===== config.mk =====
export PLATFORM = sky130hd
export DESIGN_NAME = kmv_cell
export DESIGN_NICKNAME = d
export VERILOG_FILES = /design/src/rtl/kmv_pkg.sv /design/src/rtl/kmv_cell.sv
export SDC_FILE = /design/constraint.sdc
export NUM_CORES = 1
export LEC_CHECK = 0
export BUFFER_PORTS_ARGS = -buffer_cell sky130_fd_sc_hd__buf_4
export CORE_ASPECT_RATIO = 1.25
export CORE_MARGIN = 8
export CORE_UTILIZATION = 50
export DETAILED_ROUTE_END_ITERATION = 7
export GPL_ROUTABILITY_DRIVEN = 0
export HOLD_SLACK_MARGIN = 0.06
export PLACE_DENSITY = 0.8
export RECOVER_POWER = 25
export SLEW_MARGIN = 10
export SYNTH_ARGS = -nofsm -noshare
export SYNTH_HDL_FRONTEND = slang
export SYNTH_SLANG_ARGS = --single-unit

===== constraint.sdc =====
create_clock -name clk -period 3.2 [get_ports clk]
set_input_delay 0.16 -clock clk [delete_from_list [all_inputs] [get_ports clk]]
set_output_delay 0.16 -clock clk [all_outputs]
set_load 0.01 [all_outputs]

===== src/rtl/kmv_pkg.sv =====
// Shared constants, codes and the token type of the k-minimum-values sketch.
// Used by kmv_cell, kmv_div and kmv_distinct_count_sketch; depends on nothing.
package kmv_pkg;

    localparam int K_MAX  = 64;
    localparam int IDX_W  = $clog2(K_MAX);
    localparam int K_W    = IDX_W + 1;
    localparam int HASH_W = 32;
    localparam int EST_W  = 32;
    localparam int OP_W   = 2;
    localparam int KIND_W = 2;

    // request operation codes
    localparam logic [OP_W-1:0] OP_INSERT = 2'd0;
    localparam logic [OP_W-1:0] OP_QUERY  = 2'd1;
    localparam logic [OP_W-1:0] OP_CLEAR  = 2'd2;

    // token kinds travelling down the cell chain
    localparam logic [KIND_W-1:0] TOK_SEARCH = 2'd0;
    localparam logic [KIND_W-1:0] TOK_SHIFT  = 2'd1;
    localparam logic [KIND_W-1:0] TOK_QUERY  = 2'd2;
    localparam logic [KIND_W-1:0] TOK_CLEAR  = 2'd3;

    typedef struct packed {
        logic              valid;
        logic [KIND_W-1:0] kind;
        logic [K_W-1:0]    k;
        logic [HASH_W-1:0] data;
    } token_t;

endpackage


===== src/rtl/kmv_cell.sv =====
// One cell of the sorted minimum-hash chain: holds one list entry and one token.
// Depends on kmv_pkg.
module kmv_cell (
    input  logic                  clk,
    input  logic                  rst_n,
    input  logic                  adv,
    input  logic [kmv_pkg::IDX_W-1:0] idx,
    input  kmv_pkg::token_t       tok_in,
    output kmv_pkg::token_t       tok_out
);
    import kmv_pkg::*;

    logic [HASH_W-1:0] val_reg;
    logic [HASH_W-1:0] val_next;
    token_t            tok_reg;
    token_t            tok_next;
    logic              active;
    logic              last;

    assign active = tok_in.k > K_W'(idx);
    assign last   = tok_in.k == (K_W'(idx) + K_W'(1));

    always_comb
    begin
        val_next = val_reg;
        tok_next = tok_in;
        if (tok_in.valid)
        begin
            case (tok_in.kind)
                TOK_SEARCH:
                begin
                    if (!active || val_reg == tok_in.data)
                    begin
                        // beyond the list or already present: drop
                        tok_next.valid = 1'b0;
                    end
                    else if (val_reg > tok_in.data)
                    begin
                        val_next      = tok_in.data;
                        tok_next.kind = TOK_SHIFT;
                        tok_next.data = val_reg;
                    end
                end
                TOK_SHIFT:
                begin
                    if (!active)
                    begin
                        tok_next.valid = 1'b0;
                    end
                    else
                    begin
                        val_next      = tok_in.data;
                        tok_next.data = val_reg;
                    end
                end
                TOK_QUERY:
                begin
                    if (last)
                    begin
                        tok_next.data = val_reg;
                    end
                end
                TOK_CLEAR:
                begin
                    val_next = '1;
                end
                default:
                begin
                    tok_next.valid = 1'b0;
                end
            endcase
        end
    end

    always_ff @(posedge clk or negedge rst_n)
    begin
        if (!rst_n)
        begin
            val_reg       <= '1;
            tok_reg.valid <= 1'b0;
            tok_reg.kind  <= TOK_SEARCH;
            tok_reg.k     <= '0;
            tok_reg.data  <= '0;
        end
        else if (adv)
        begin
            val_reg <= val_next;
            tok_reg <= tok_next;
        end
    end

    assign tok_out = tok_reg;

endmodule


# After elaboration in Yosys (flattened, before gate mapping)
# Cells that the tools add are included.
[classes] n_addsub=1 reduce_logical=5 n_mux=17 order_cmp=2 eq_ne=8
[op_table] cell="$mux W32" count=8
[op_table] cell="$pmux W32 S3" count=2
[op_table] cell="$eq A32 B32 Y1" count=1
[op_table] cell="$gt A32 B32 Y1" count=1
[op_table] cell="$add A6 B1 Y7 const B" count=1
[op_table] cell="$eq A7 B7 Y1" count=1
[op_table] cell="$gt A7 B6 Y1" count=1
[op_table] cell="$mux W2" count=3
[op_table] cell="$ne A2 B2 Y1 const B" count=3
[op_table] cell="$reduce_and A6 Y1" count=1
[op_table] cell="$eq A2 B2 Y1 const B" count=2
[op_table] cell="$mux W3" count=1
[op_table] cell="$reduce_bool A3 Y1" count=1
[op_table] cell="$eq A2 B1 Y1 const B" count=1
[op_table] cell="$logic_not A2 Y1" count=1
[op_table] cell="$mux W1" count=2
[op_table] cell="$pmux W1 S2" count=1
[op_table] cell="$logic_not A1 Y1" count=1
[op_table] cell="$logic_or A1 B1 Y1" count=1
[word_totals] in_bits=51 regBits=74 wordCells=38 out_inout_bits=42

# Logic depth before layout (Yosys ltp)
[depth] word_depth=6 ltp_mapped=10 depth_no_buf=9

# Least setup slack after synthesis
# OpenSTA, ideal clock, no wires.
[synth_path] path_type="register -> register" from="reg val_reg[14]" to="reg tok_reg (netlist bit tok_out[10])" t_arrival_ns=2.361 synth_period_minus_slack_ns=2.486 stages_incl_launch_ff=10 slack_ns=0.714 t_required_ns=3.075 n_path_buf=1 setup_ns=0.125 path_cell_list="dfstp_2 -> ha_1 -> a21oi_1 -> nand2_1 -> a221o_1 -> o31ai_2 -> nand3b_1 -> a21o_1 -> buf_6 -> mux2_4"
[synth_between] elab_chain_len=5 word_cells_on_any_way=7 classes_between="order compare (1); eq/ne (1); mux (4); reduce/logical (1)"
[synth_rtl] item="start: declaration" line_no="kmv_cell.sv:13" rtl="logic [HASH_W-1:0] val_reg;"
[synth_rtl] item="start signal: assignment" line_no="kmv_cell.sv:87" rtl="val_reg <= val_next;"
[synth_rtl] item="$gt A32 B32 Y1 or $eq A32 B32 Y1 (tied branches)" line_no="kmv_cell.sv:37, kmv_cell.sv:32"
[synth_rtl] item="$mux W32 or $logic_or A1 B1 Y1 (tied branches)" line_no="kmv_cell.sv:37, kmv_cell.sv:32"
[synth_rtl] item="$mux W32 (*)" line_no="kmv_cell.sv:32" rtl="if (!active || val_reg == tok_in.data)"
[synth_rtl] item="$pmux W32 S3 (*)" line_no="kmv_cell.sv:29" rtl="case (tok_in.kind)"
[synth_rtl] item="$mux W32 (*)" line_no="kmv_cell.sv:27" rtl="if (tok_in.valid)"
[synth_rtl] item="end signal: assignment" line_no="kmv_cell.sv:88" rtl="tok_reg <= tok_next;"
[synth_rtl] item="end: declaration" line_no="kmv_cell.sv:15" rtl="token_t tok_reg;"
# Every way passes the cells marked *; elsewhere a longest branch is shown, timed or not.
# A chain may end at the register's enable or synchronous reset.

# Final worst setup path
[layout_path] from="in tok_in[14] (netlist bit)" to="reg tok_reg (netlist bit tok_out[1])"
[layout_between] elab_chain_len=5 word_cells_on_any_way=7 classes_between="order compare (1); eq/ne (1); mux (4); reduce/logical (1)"
[layout_rtl] item="start: declaration" line_no="kmv_cell.sv:8" rtl="input kmv_pkg::token_t tok_in,"
[layout_rtl] item="$gt A32 B32 Y1 or $eq A32 B32 Y1 (tied branches)" line_no="kmv_cell.sv:37, kmv_cell.sv:32"
[layout_rtl] item="$mux W32 or $logic_or A1 B1 Y1 (tied branches)" line_no="kmv_cell.sv:37, kmv_cell.sv:32"
[layout_rtl] item="$mux W32 (*)" line_no="kmv_cell.sv:32"
[layout_rtl] item="$pmux W32 S3 (*)" line_no="kmv_cell.sv:29"
[layout_rtl] item="$mux W32 (*)" line_no="kmv_cell.sv:27"
# Marked as above.

==> flow_summary.json <==
{
  "remaining_drc_errors": 0,
  "vdd_drop_max_uv": 368,
  "synthXorXnorAreaFrac_pct": 1.39,
  "grt_setup_unrepaired": "no",
  "synth.area.top_cells": "dfrtp_1 24%, dfstp_2 19%, ha_1 11%, mux2_2 10%, mux2_4 9.9%",
  "cp_max_fo": 26,
  "num_rows": 38,
  "drtAntennaViolNets": 0,
  "dieArea_um2": 12100,
  "crit_arrival_ns": 3.20,
  "synth_edf_count": 0,
  "largest_register_ffs": 42,
  "r2r_end": "tok_out[1]$_DFFE_PN0P_",
  "layout-drive-gt1-share_pct": 35.7,
  "grt_max_degree": 75,
  "track_usage_pct": 17.8,
  "seq_area_frac_synth_pct": 43.0,
  "synth_compound_area_share_pct": 12.4,
  "ys_seq_elements": 74,
  "synth_cells": 364,
  "syn_avg_cell_area_um2": 12.1,
  "die_x_um": 99.9,
  "path_class": "primary input to flop",
  "p_per_area_nw_per_um2": 498,
  "muxShareOfSynthArea_pct": 21.1,
  "start_util_pct": 51.1,
  "wirelength_mm": 10.2,
  "io_pins": 93,
  "cts-root-buf": "clkbuf_8",
  "end_kind": "flop",
  "fin_ws_ns": 0.238,
  "ys.flop_type": "dfrtp_1",
  "violations": "capacitance limit, slew limit",
  "grtUsageMet2_pct": 31.6,
  "syn_area_um2": 4400,
  "cts_tree": "yes",
  "cts_made_buffers": 9,
  "place_inst": 566,
  "vias": 3264,
  "maxSlewViolCount": 120,
  "post-dp-hpwl_mm": 7.41,
  "crit_required_ns": 3.44,
  "r2r_setup_slack_ns": 0.31,
  "hold_viol": 0,
  "worstHoldPathType": "primary input to flop",
  "grt_antenna_before_repair": 0,
  "grt_pass1_vias": 3529,
  "finalCritPeriodShare_pct": 92.6,
  "start_kind": "primary input",
  "post-place-ws_ns": 0.295,
  "synthArstFlopShare_pct": 100,
  "p_leak_nw": 2.51,
  "viasPerCell": 5.28,
  "crit_path_end": "tok_out[1]$_DFFE_PN0P_",
  "max_cap_violations": 2,
  "fin_cells": 618,
  "setup_viol": 0,
  "htreeDepth": 3,
  "synth_top_family_by_area": "multiplexers",
  "die_h_um": 121,
  "holdPathStages": 2,
  "tightestPinTransition_ns": 2.45,
  "period_needed_ns": 2.96,
  "area_delta_synth_final_pct": 27.3,
  "clock_sinks": 74,
  "clock_skew_ns": 0.00736,
  "post_drt_wl_per_cell_um": 16.6,
  "synth.largest_area_cell": "dfrtp_1",
  "grt.met1_usage_pct": 20.1,
  "final_nets": 583,
  "grt_use_met3_pct": 3.96,
  "rr_worst_depth": 9,
  "yosysTopAreaCellShare_pct": 23.9,
  "post_synth_num_cell_types": 46,
  "postCtsSetupRepairBufs": 0,
  "yosys.area_share.simple_pct": 6.00,
  "core-area_um2": 8610,
  "synth_fa_ha_area_share_pct": 11.1,
  "ys_warn_count": 0,
  "portBuffers": 92,
  "setup_tns_ns": 0,
  "worstSkewPairLatency_ns": 0.35,
  "cts_buffer_depth": 2,
  "drt_iter0_drc": 105,
  "dr.pass1.iters": 4,
  "status": "finished, violations left",
  "timing.rr.start": "val_reg[14]$_DFFE_PN1P_",
  "clk_pin_slew_worst_paths_ns": 0.07,
  "relSlewSlack_pct": -63.5,
  "top_usage_layer": "met2",
  "cp-startpoint": "tok_in[14]",
  "synth_nets": 454,
  "fmax_mhz": 338,
  "antenna_cells": 0,
  "grt_remaining_overflow": 0,
  "grt_first_pass_wirelength_mm": 17.2
}
[Yosys cell counts (all sizes together) (4+ instances only)]
master / n
mux2: 70
dfrtp: 42
ha: 39
inv: 39
dfstp: 32
o22a: 32
a21oi: 16
buf: 9
nand3: 9
nand2: 8
nand4: 6
nor2: 6
a21o: 5
clkbuf: 5
nor4: 4
xor2: 4
[layer usage]
metal	vias to the layer above	share of wire, %
met5	-	0
met1	1603	42
met2	61	53
li1	1585	-
met3	15	3.5
met4	0	1.9
[cell usage in the layout, fill, tap and decap left out, drive strengths merged, types with 3 or more instances in the layout]
master	instances
nand4	6
ha	39
a21o	5
dlygate4sd3	36
dfrtp	42
a21oi	16
mux2	70
nand3	9
xor2	4
nor2	6
clkbuf	50
nand2	8
buf	60
mux2i	3
nor2b	3
o22a	32
o21ai	3
inv	39
dfstp	32
xnor2	3
nor4	4
[logic make-up after synthesis]
| kind of cell | after synthesis |
|---|---|
| and+or+nand+nor | 46 |
| adders and majority gates | 39 |
| buffers and inverters | 53 |
| xor gates and xnor gates | 7 |
| DFF | 74 |
| AOI/OAI and AO/OA | 72 |
| muxes | 73 |
[critical path: stages]
cell	delay [ns]
dlygate4sd3_1	0.52
buf_4	0.11
inv_1	0.04
ha_1	0.31
nand4_1	0.17
nor4_1	0.48
a21boi_1	0.25
o31ai_2	0.09
nand3b_1	0.13
a21o_2	0.30
buf_12	0.27
mux2_1	0.35
[where the power goes]
group | switching, W | total (W) | internal (W)
clock | 0.000336 | 0.000639 | 0.000303
combinational | 0.000377 | 0.000844 | 0.000468
sequential | 0.000127 | 0.00131 | 0.00118
total | 0.000840 | 0.00279 | 0.00195
[worst min-delay path by stage]
stage,from,to,slack (ns)
after floorplan,rst_n,tok_out[0]$_DFFE_PN0P_,-0.14
after global placement,rst_n,tok_out[7]$_DFFE_PN0P_,0.35
after detailed placement,rst_n,tok_out[7]$_DFFE_PN0P_,0.36
after CTS,tok_in[41],tok_out[41]$_DFFE_PN0P_,0.06
after global routing,tok_in[37],tok_out[37]$_DFFE_PN0P_,0.08
final,tok_in[37],tok_out[37]$_DFFE_PN0P_,0.08
[final cells by class]
type	count	area (µm²)
well taps	120	150
clock inverters	2	12.5
multi-input cells	237	2290
inverters	39	146
flip-flops and latches	74	1890
repair buffers	132	960
clock buffers	14	153
fillers	674	3000
[what timing repair did]
item                                    4_1_cts  5_1_grt
endpoints found under the setup margin        0        1
endpoints found under the hold margin        77        0
hold buffers                                 36        0
resized for setup                             0        1
[per-stage QoR]
stage	hold slack (ns)	power, W	cell area, µm²	utilization (%)
floorplan	-0.136	0.00184	4400	-
global placement	0.351	0.00215	5210	60.5
detailed placement	0.360	0.00219	5210	60.5
CTS	0.0636	0.00288	5730	66.6
global route	0.0808	0.00297	5610	65.1
finish	0.0822	0.00279	5610	65.1
Note: power is estimated with default switching activity, not from simulation.
