===== config.mk =====
export PLATFORM = sky130hd
export DESIGN_NAME = kmv_div
export DESIGN_NICKNAME = d
export VERILOG_FILES = /design/src/rtl/kmv_pkg.sv /design/src/rtl/kmv_div.sv
export SDC_FILE = /design/constraint.sdc
export NUM_CORES = 1
export LEC_CHECK = 0
export ABC_AREA = 0
export CAP_MARGIN = 20
export CORE_MARGIN = 4
export CORE_UTILIZATION = 25
export DETAILED_ROUTE_END_ITERATION = 12
export DONT_BUFFER_PORTS = 1
export PLACE_DENSITY_LB_ADDON = 0.08
export SLEW_MARGIN = 20
export SYNTH_ARGS = -nofsm -noshare
export SYNTH_HDL_FRONTEND = slang
export SYNTH_SLANG_ARGS = --single-unit

===== constraint.sdc =====
create_clock -name clk -period 4.4 [get_ports clk]
set_input_delay 0.66 -clock clk [delete_from_list [all_inputs] [get_ports clk]]
set_output_delay 0.66 -clock clk [all_outputs]
set_load 0.005 [all_outputs]

===== src/rtl/kmv_pkg.sv =====
// Shared constants, codes and the token type of the k-minimum-values sketch.
// Used by kmv_cell, kmv_div and kmv_distinct_count_sketch; depends on nothing.
package kmv_pkg;

    localparam int K_MAX  = 64;
    localparam int IDX_W  = $clog2(K_MAX);
    localparam int K_W    = IDX_W + 1;
    localparam int HASH_W = 32;
    localparam int EST_W  = 32;
    localparam int OP_W   = 2;
    localparam int KIND_W = 2;

    // request operation codes
    localparam logic [OP_W-1:0] OP_INSERT = 2'd0;
    localparam logic [OP_W-1:0] OP_QUERY  = 2'd1;
    localparam logic [OP_W-1:0] OP_CLEAR  = 2'd2;

    // token kinds travelling down the cell chain
    localparam logic [KIND_W-1:0] TOK_SEARCH = 2'd0;
    localparam logic [KIND_W-1:0] TOK_SHIFT  = 2'd1;
    localparam logic [KIND_W-1:0] TOK_QUERY  = 2'd2;
    localparam logic [KIND_W-1:0] TOK_CLEAR  = 2'd3;

    typedef struct packed {
        logic              valid;
        logic [KIND_W-1:0] kind;
        logic [K_W-1:0]    k;
        logic [HASH_W-1:0] data;
    } token_t;

endpackage


===== src/rtl/kmv_div.sv =====
// Bit-serial divider for the estimate floor(k*(2^32-1)/d), saturated to 32 bits.
// Holds the result until the output request is taken. Depends on kmv_pkg.
module kmv_div (
    input  logic                   clk,
    input  logic                   rst_n,
    input  logic                   start,
    input  logic [kmv_pkg::K_W-1:0]    k,
    input  logic [kmv_pkg::HASH_W-1:0] divisor,
    output logic                   ready,
    output logic                   out_valid,
    input  logic                   out_stall,
    output logic [kmv_pkg::EST_W-1:0]  quotient
);
    import kmv_pkg::*;

    localparam logic [1:0] ST_IDLE = 2'd0;
    localparam logic [1:0] ST_RUN  = 2'd1;
    localparam logic [1:0] ST_DONE = 2'd2;

    localparam int CNT_W = $clog2(EST_W);

    logic [1:0]        state_reg;
    logic [1:0]        state_next;
    logic [CNT_W-1:0]  cnt_reg;
    logic [CNT_W-1:0]  cnt_next;
    logic [HASH_W-1:0] rem_reg;
    logic [HASH_W-1:0] rem_next;
    logic [HASH_W-1:0] div_reg;
    logic [HASH_W-1:0] div_next;
    logic [EST_W-1:0]  quo_reg;
    logic [EST_W-1:0]  quo_next;

    logic [HASH_W-1:0] k_hi;
    logic              sat;
    logic [HASH_W:0]   trial;
    logic              fits;

    // dividend = k*2^32 - k: upper part k-1, lower part -k
    assign k_hi  = HASH_W'(k) - HASH_W'(1);
    assign sat   = k_hi >= divisor;
    assign trial = {rem_reg, quo_reg[EST_W-1]};
    assign fits  = trial >= {1'b0, div_reg};

    always_comb
    begin
        state_next = state_reg;
        cnt_next   = cnt_reg;
        rem_next   = rem_reg;
        div_next   = div_reg;
        quo_next   = quo_reg;
        unique case (state_reg)
            ST_IDLE:
            begin
                if (start)
                begin
                    div_next = divisor;
                    cnt_next = '1;
                    rem_next = k_hi;
                    if (sat)
                    begin
                        // quotient beyond 32 bits or zero divisor
                        quo_next   = '1;
                        state_next = ST_DONE;
                    end
                    else
                    begin
                        // low dividend bits shift out as quotient bits shift in
                        quo_next   = EST_W'(HASH_W'(0) - HASH_W'(k));
                        state_next = ST_RUN;
                    end
                end
            end
            ST_RUN:
            begin
                rem_next = fits ? HASH_W'(trial - {1'b0, div_reg}) : trial[HASH_W-1:0];
                quo_next = {quo_reg[EST_W-2:0], fits};
                cnt_next = cnt_reg - CNT_W'(1);
                if (cnt_reg == '0)
                begin
                    state_next = ST_DONE;
                end
            end
            ST_DONE:
            begin
                if (!out_stall)
                begin
                    state_next = ST_IDLE;
                end
            end
            default:
            begin
                state_next = ST_IDLE;
            end
        endcase
    end

    always_ff @(posedge clk or negedge rst_n)
    begin
        if (!rst_n)
        begin
            state_reg <= ST_IDLE;
            cnt_reg   <= '0;
        end
        else
        begin
            state_reg <= state_next;
            cnt_reg   <= cnt_next;
        end
    end

    always_ff @(posedge clk)
    begin
        rem_reg <= rem_next;
        div_reg <= div_next;
        quo_reg <= quo_next;
    end

    assign ready     = state_reg == ST_IDLE;
    assign out_valid = state_reg == ST_DONE;
    assign quotient  = quo_reg;

endmodule

== After elaboration in Yosys (flattened, before gate mapping) ==
Cells that the tools add are included.

* ROM bits: 0
* Bits in writable memories: 0
* Flip-flop bits (word level): 103
* Output and inout port bits: 34
* Input bits: 43
* Latch bits: 0
* Word-level logic and storage cells: 35
* Memories: 0

* Divide/modulo/power cells: 0
* Muxes and demuxes: 13
* Multiply operators: 0
* Bitwise operators: 0
* Shift operators: 0
* Equality and inequality tests: 5
* $lt $le $gt $ge: 2
* Add/subtract/negate cells: 4
* Reduce and logical (&&, ||, !) cells: 6

{| class="wikitable"
|+ Operators with widths
! cell !! count
|-
| 32-bit two-way mux || 4
|-
| 32-bit one-hot mux with 2 select lines || 2
|-
| 33-bit by 32-bit >= comparator with 1-bit output || 1
|-
| 32-bit >= comparator || 1
|-
| 32-bit subtractor || 1
|-
| 5-bit one-hot mux with 2 select lines || 1
|-
| 2-bit two-way mux || 4
|-
| 1-bit by 7-bit subtractor with 8-bit output (first input constant) || 1
|-
| 7-bit by 1-bit subtractor with 8-bit output (second input constant) || 1
|-
| 2-bit != test (second input constant) || 3
|-
| 2-bit one-hot mux with 3 select lines || 1
|-
| 5-bit logical NOT || 1
|-
| 5-bit two-way mux || 1
|-
| 5-bit by 1-bit subtractor with 5-bit output (second input constant) || 1
|-
| 2-bit AND reduction || 2
|-
| 3-bit AND reduction || 1
|-
| 2-bit by 1-bit == test with 1-bit output (second input constant) || 1
|-
| 2-bit == test (second input constant) || 1
|-
| 2-bit logical NOT || 1
|-
| 2-bit nonzero test || 1
|}

== Depth between registers and ports, before layout ==
Gate-level depths: netlist of run 1.

* Word-level depth: 5
* Mapped depth: 16
* Mapped depth without buffers: 14

== Worst setup path after synthesis of run 1 ==
No wires, ideal clock.

* Path type: input port to flip-flop
* From: input port k[3] (netlist bit)
* To: register quo_reg[11], in the netlist quotient[11], data pin
* Setup slack: -1.548 ns
* Data required time: 4.146 ns
* Setup time: 0.254 ns
* Cell stages on the path: 16
* Arrival time: 5.693 ns
* Cell sequence: nor2_1 -> nand3_1 -> nor4_1 -> ha_1 -> a21o_1 -> a21o_1 -> a21oi_1 -> nor2_1 -> a211oi_1 -> a21oi_1 -> nor4bb_1 -> a221o_1 -> buf_2 -> nand3_2 -> buf_2 -> o21a_1

* Longest elaborated chain between the ends: 5

{| class="wikitable"
|+ Ends and longest elaborated chain
! item !! RTL line !! source
|-
| from (decl) || kmv_div.sv:7 || <nowiki>input logic [kmv_pkg::K_W-1:0] k,</nowiki>
|-
| 7-bit by 1-bit subtractor with 8-bit output || kmv_div.sv:39 || <nowiki>assign k_hi = HASH_W'(k) - HASH_W'(1);</nowiki>
|-
| 32-bit >= comparator || kmv_div.sv:40 || <nowiki>assign sat = k_hi >= divisor;</nowiki>
|-
| 32-bit two-way mux (*) || kmv_div.sv:59 || <nowiki>if (sat)</nowiki>
|-
| 32-bit two-way mux (*) || kmv_div.sv:54 || <nowiki>if (start)</nowiki>
|-
| 32-bit one-hot mux with 2 select lines (*) || kmv_div.sv:51 || <nowiki>unique case (state_reg)</nowiki>
|-
| named net quo_next[11] || kmv_div.sv:31 || <nowiki>logic [EST_W-1:0] quo_next;</nowiki>
|-
| to (signal assigned) || kmv_div.sv:115 || <nowiki>quo_reg <= quo_next;</nowiki>
|-
| to (decl) || kmv_div.sv:30 || <nowiki>logic [EST_W-1:0] quo_reg;</nowiki>
|}

Mark *: on every way through the listed nets, which the timed path passes. The rest lies on a longest branch. The select of a mux whose other input is x is not followed.
A chain may end at the register's enable or synchronous reset.

== Final worst setup path of run 1 ==
* From: register div_reg[1]
* To: register rem_reg[28], data pin

* Longest elaborated chain between the ends: 3

{| class="wikitable"
|+ Ends and longest elaborated chain
! item !! RTL line !! source
|-
| from (decl) || kmv_div.sv:28 || <nowiki>logic [HASH_W-1:0] div_reg;</nowiki>
|-
| from (signal assigned) || kmv_div.sv:114 || <nowiki>div_reg <= div_next;</nowiki>
|-
| 32-bit subtractor or 33-bit by 32-bit >= comparator with 1-bit output (tied branches) || kmv_div.sv:75, kmv_div.sv:42 ||
|-
| 32-bit two-way mux (*) || kmv_div.sv:75 || <nowiki>rem_next = fits ? HASH_W'(trial - {1'b0, div_reg}) : trial[HASH_W-1:0];</nowiki>
|-
| 32-bit one-hot mux with 2 select lines (*) || kmv_div.sv:51 ||
|-
| named net rem_next[28] || kmv_div.sv:27 || <nowiki>logic [HASH_W-1:0] rem_next;</nowiki>
|-
| to (signal assigned) || kmv_div.sv:113 || <nowiki>rem_reg <= rem_next;</nowiki>
|-
| to (decl) || kmv_div.sv:26 || <nowiki>logic [HASH_W-1:0] rem_reg;</nowiki>
|}

Mark *: on every way through the listed nets, which the timed path passes. The rest lies on a longest branch.

==> flow_summary.toml, run 1 <==
[global_route]
grt_overflow = 0
grtUsageTotal_pct = 12.24
antenna_found_initial = 0
grt_start_max_net_pins = 33
grt_pass1_vias = 5189
grt_pass1_wl_um = 29140

[logic_synthesis]
netlist-cell-type-count = 55
ys_warn_count = 0
ys.flop_type = "edfxtp_1"
async_flop_share_pct = 6.796
synthTopCellsByArea = "edfxtp_1, ha_1, a21oi_1, inv_1, mux2i_1"
syn-cell-area_mm2 = 0.006804
synth_edf_count = 96
synth-seq-area-share_pct = 44.94
yosysTopAreaCellShare_pct = 42.37
synth_seq_cells = 103
syn_area_per_cell_um2 = 10.34
synth_nets = 769
syn_inst = 658
yosys.area.top_type = "edfxtp_1"

[sta]
slew-limit-headroom_pct = 48.41
max_freq_mhz = 276.6
hold_violations = 0
period_minus_slack_ps = 3615
period_share_pct = 82.15
worst_slack_ps = 785.2
skew_ps = 23.55
slew_viol_final = 0
setup_viol = 0
rsz0062_at_grt = "no"
setup-tns-final_ps = 0
tightestPinTransition_ps = 773.1

[clocking]
clk_pin_slew_worst_paths_ps = 100
cts_sinks = 103
cts_buffers = 9
cts_tree = "built"
htree_num_levels = 3
clock_path_buffers = 2
root_buffer = "clkbuf_16"
cts_resized = 0
insertion_delay_ps = 370

[worst_setup_path]
start_kind = "register"
crit_chain = "inv_1 -> ha_1 -> nor2b_1 -> o2111ai_1 -> a21oi_2 -> o21ai_2 -> nand4_1 -> a21oi_2 -> o211ai_1 -> a41oi_4 -> nor2_1 -> a221oi_1"
required_ps = 4580
cp_num_buf_inv = 1
crit_arrival_ps = 3800
cpMaxStageDelayCell = "a41oi_4"
critPathTopFamily = "compound AO/OA/AOI/OAI gates"
cpPeakStageDelay_ps = 560
end_kind = "register"
path_class = "reg2reg"
cpMostUsedCell = "a21oi_2"
crit_fanout = 9

[floorplan]
die_w_um = 173.0
core_mm2 = 0.02688
num_rows = 60
dieArea_mm2 = 0.02992
io_pins = 77
initial_core_util_pct = 25.32
die_h_um = 173.0

[routing]
drtPass1Iterations = 4
drcViolationCount = 0
wirelength_um = 18470
via_per_inst = 4.861
drt_iter0_drc = 205
avgRoutedWirePerCell_um = 18.25
antenna_left = 0
vias = 4919

[min_path]
hp-class = "in2reg"

[final_layout]
antenna_cells = 0
drive_gt1_share_pct = 6.706
fin_nets = 777
area_growth_pct = 12.06
num-fill-cells = 2812

[run_status]
status = "finished, final reports clean"

[power_and_ir_drop]
power_density_mw_per_mm2 = 731.2
ir_drop_v = 0.0002531
power.leakage_nw = 3.142

[placement]
dp_slack_ps = 435.2
port-buffer-count = 0
gp_congestion = 0.8228
hpwl_um = 14230

[run]
drv_cap = 0
==> per-stage QoR <==
stage	area [um2]	power [W]	util, %	hold WS (ps)	cells
2_1_floorplan	6822	0.003987	-	364.4	658
3_3_place_gp	7291	0.004749	27.13	364.7	995
3_5_place_dp	7291	0.004736	27.13	364.7	995
4_1_cts	7625	0.005652	28.37	358.5	1012
5_1_grt	7625	0.006040	28.37	352.2	1012
6_report	7625	0.005575	28.37	373.5	1012
==> cells in the final DEF, fill, tap and decap left out, drive strengths merged, types with 8 or more instances in the layout <==
cell and n:
a31oi 8, a21o 17, nand2 30, mux2i 26
nor2 46, inv 84, nor2b 9, a21oi 63
ha 67, o21ai 30, nand4 12, o21a 29
a211oi 8, buf 16, xor2 14, nand3 9
edfxtp 96, clkbuf 9, xnor2 19
==> cell usage after synthesis, types with 13 or more instances <==
cell type / n
inv_1: 79
nand2_1: 30
nor2_1: 46
mux2i_1: 26
a21o_1: 17
clkbuf_1: 13
a21oi_1: 60
edfxtp_1: 96
o21ai_0: 25
xor2_1: 14
xnor2_1: 19
o21a_1: 29
ha_1: 67
==> worst reg2reg max path, stage by stage, from the launching register on <==
cell and delay [ps]:
edfxtp_1 430, inv_1 80, ha_1 230, nor2b_1 150, o2111ai_1 320, a21oi_2 130
o21ai_2 220, nand4_1 180, a21oi_2 310, o211ai_1 170, a41oi_4 560, nor2_1 290
a221oi_1 380
==> final cells by class <==
| type | count | area, um2 | share of cell area (%) |
|---|---|---|---|
| tap | 341 | 426.7 | 5.596 |
| inverter | 79 | 296.5 | 3.889 |
| multi-input combinational | 456 | 3364 | 44.13 |
| clock inverter | 7 | 98.84 | 1.296 |
| clock buffer | 9 | 225.2 | 2.954 |
| timing repair buffer | 17 | 155.1 | 2.035 |
| sequential | 103 | 3058 | 40.10 |
==> kinds of logic (layout without fill, tap and decap cells) <==
group,count (synthesis),count (layout),share of synthesized area [%]
compound gates,192,192,18.37
fa+ha+maj,68,68,12.61
mux,27,27,3.990
buf+inv,99,112,6.215
xor+xnor,33,33,4.248
flops,103,103,44.94
simple gates,136,136,9.618
==> routing by layer <==
metal  GRT usage, %  share of wire (%)  vias to the layer above  wire (um)
met5              0                  0                        -          0
met4          2.694                1.1                        0        195
met1          15.93                 46                     2412       8512
met3          3.279                5.4                       12       1003
met2          20.49                 47                       81       8761
li1               -                  -                     2414          -
==> power by group <==
| part | switching, W | internal [W] |
|---|---|---|
| combinational | 0.00180 | 0.00116 |
| sequential | 0.000190 | 0.00154 |
| clock | 0.000464 | 0.000423 |
==> final timing paths <==
path	start	to	slack (ps)	cells past startpoint
hold / removal	divisor[22]	div_reg[22]	370	0
setup / recovery	div_reg[1]	rem_reg[28]	790	12
hold reg to reg	cnt_reg[4]	cnt_reg[4]	540	2
setup reg to reg	div_reg[1]	rem_reg[28]	790	12
min in group asynchronous	rst_n	cnt_reg[0]	610	1
max in group asynchronous	rst_n	cnt_reg[1]	3530	1
==> what timing repair did <==
item                                   4_1_cts  5_1_grt
hold buffers                                 1        0
endpoints found under the hold margin        7        0
setup buffers                                0        0
No activity file was read; power rests on OpenSTA's default activity.
==> run 2: changes to the inputs <==
- ABC_AREA: 0 -> 1
- clock period: 4.4 -> 3.7 ns (I/O delays scaled with it)
==> run 2 against run 1 <==
Against the previous run: area after synthesis up 20%; routed wire length up 30%; first-iteration DRC count up 67%; register-to-register slack better by 170 ps; sequential power up 35%; count of clock-buffer cells in the layout up 1; synthesized cell count up 68%; critical path type is now in2reg; critical endpoint is now quotient[0].
==> flow_summary.toml, run 2 <==
[logic_synthesis]
synth_commonest_cells = "nand2_1, inv_1, edfxtp_1"
synth_edf_count = 96
ys_warn_count = 0
syn-cell-area_mm2 = 0.008133
syn_area_per_cell_um2 = 7.360
synth-seq-area-share_pct = 37.60
synthTopCellsByArea = "edfxtp_1, nand2_1, ha_1, inv_1, nand3_1"
ys.flop_type = "edfxtp_1"
synth_nets = 1216
syn_inst = 1105
synth.most_common_cell = "nand2_1"
synth_seq_cells = 103
yosysTopAreaCellShare_pct = 35.45
netlist-cell-type-count = 39
async_flop_share_pct = 6.796
yosys.area.top_type = "edfxtp_1"

[clocking]
cts_buffers = 9
root_buffer = "clkbuf_16"
cts_sinks = 103
cts_tree = "built"
clock_path_buffers = 2
htree_num_levels = 3
clk_pin_slew_worst_paths_ps = 80
insertion_delay_ps = 370

[worst_setup_path]
cp-startpoint = "k[1]"
crit_chain = "nor2_1 -> nand4_1 -> nor3_4 -> buf_4 -> ha_1 -> a21oi_1 -> o21ai_0 -> nand2_1 -> nand3_1 -> nor2_1 -> nand3_1 -> o21ai_0 -> inv_1"
end_kind = "register"
required_ps = 3820
critPathTopFamily = "simple AND/OR/NAND/NOR gates"
cpPeakStageDelay_ps = 360
cp_num_buf_inv = 2
rr_startpoint = "rem_reg[6]"
cpMaxStageDelayCell = "nand3_1"
start_kind = "input pin"
crit_fanout = 27
crit_arrival_ps = 3070
path_class = "in2reg"

[sta]
slew-limit-headroom_pct = 52.57
hold_violations = 0
max_freq_mhz = 338.4
setup-tns-final_ps = 0
tightestPinTransition_ps = 711.5
worst_slack_ps = 745.1
slew_viol_final = 0
setup_viol = 0
period_share_pct = 79.86
rsz0062_at_grt = "no"
period_minus_slack_ps = 2955
skew_ps = 13.64

[final_layout]
multiInputGateArea_mm2 = 0.004110
drive_gt1_share_pct = 7.111
antenna_cells = 0
area_growth_pct = 10.32
fin_nets = 1217
final_cell_mix = "nand2_1, inv_1, edfxtp_1, ha_1, nand3_1"
final_common_cell = "nand2_1"
num-fill-cells = 3574
seq_area_mm2 = 0.003058
stdcell_count = 1546

[run]
drv_cap = 0

[routing]
vias = 6517
via_per_inst = 4.215
antenna_left = 0
wirelength_um = 24020
drtPass1Iterations = 6
drcViolationCount = 0
avgRoutedWirePerCell_um = 15.54
drt_iter0_drc = 342

[power_and_ir_drop]
power.leakage_nw = 4.591
power_density_mw_per_mm2 = 893.4
power_frac_seq_pct = 29.2
clkPwrFrac_pct = 13.2
ir_drop_v = 0.0005341
pwr-share-comb_pct = 57.6
power_switching_w = 0.003896
p_sw_share_pct = 48.60
internal_power_w = 0.004121

[global_route]
grt_start_max_net_pins = 66
grt_pass1_wl_um = 38140
grt_pass1_vias = 6739
antenna_found_initial = 0
grt_overflow = 0
grtUsageTotal_pct = 13.69

[floorplan]
io_pins = 77
die_h_um = 188.4
initial_core_util_pct = 25.58
dieArea_mm2 = 0.03548
core_mm2 = 0.03180
num_rows = 65
die_w_um = 188.4

[placement]
placed_cells = 1529
hpwl_um = 18750
gp_congestion = 0.8673
dp_slack_ps = 275.6
port-buffer-count = 0

[min_path]
hold_path_startpoint = "divisor[27]"
hp-class = "in2reg"

[run_status]
status = "finished, final reports clean"
[run 2: cell count changes after synthesis, sizes merged, moves of 17 or more]
cell / delta
o21a: -25
inv: +148
a21oi: -26
a21o: -17
nand2: +373
nand3: +67
nand3b: +25
nor2: +28
mux2i: -26
[run 2: final cells by class]
| cell class | instances | area share, % |
|---|---|---|
| timing repair buffer | 10 | 1.004 |
| clock inverter | 6 | 0.8367 |
| inverter | 228 | 9.538 |
| clock buffer | 10 | 2.664 |
| tap | 435 | 6.066 |
| multi-input combinational | 754 | 45.81 |
| sequential | 103 | 34.08 |
[run 2: repair_timing]
| action | CTS | global route |
|---|---|---|
| buffers inserted | 0 | 0 |
| setup endpoints to repair | 0 | 0 |
| hold buffers | 1 | 0 |
| resized for setup | 0 | 0 |
| endpoints found under the hold margin | 7 | 0 |
[run 2: logic make-up after synthesis]
group	share of synthesized area (%)
AND/OR/NAND/NOR	32.86
adder cells (fa/ha/maj)	10.55
buffers and inverters	12.18
flip-flops	37.60
AO/OA/AOI/OAI	4.646
XOR/XNOR	2.154
[run 2: worst paths after layout]
kind	end	slack (ps)	cells past startpoint
max in group asynchronous	state_reg[1]	2940	1
hold / removal	div_reg[27]	270	0
setup reg to reg	rem_reg[15]	960	14
hold reg to reg	cnt_reg[4]	480	1
min in group asynchronous	cnt_reg[0]	520	1
setup / recovery	quotient[0]	750	13
[run 2: power by group through the flow]
stage | clock [W] | sequential [W] | combinational (W)
floorplan | 0 | 0.00227 | 0.00356
global placement | 0 | 0.00239 | 0.00470
detailed placement | 0 | 0.00237 | 0.00471
CTS | 0.00110 | 0.00235 | 0.00472
global route | 0.00114 | 0.00242 | 0.00534
finish | 0.00106 | 0.00234 | 0.00462
[run 2: stage by stage]
step	hold slack, ps	cell area [um2]	power (W)	util, %
detailed placement	259.6	8648	0.007075	27.20
CTS	258.3	8972	0.008183	28.22
global route	261.0	8972	0.008895	28.22
global placement	259.7	8648	0.007091	27.20
finish	274.6	8972	0.008016	28.22
floorplan	259.4	8140	0.005831	-
[run 2: per-layer routing]
layer	vias up	global-route usage (%)	wire [um]
li1	3462	-	-
met1	2957	17.94	11340
met2	82	22.63	11190
met3	16	3.557	1210
met4	0	3.419	283
met5	-	0	0
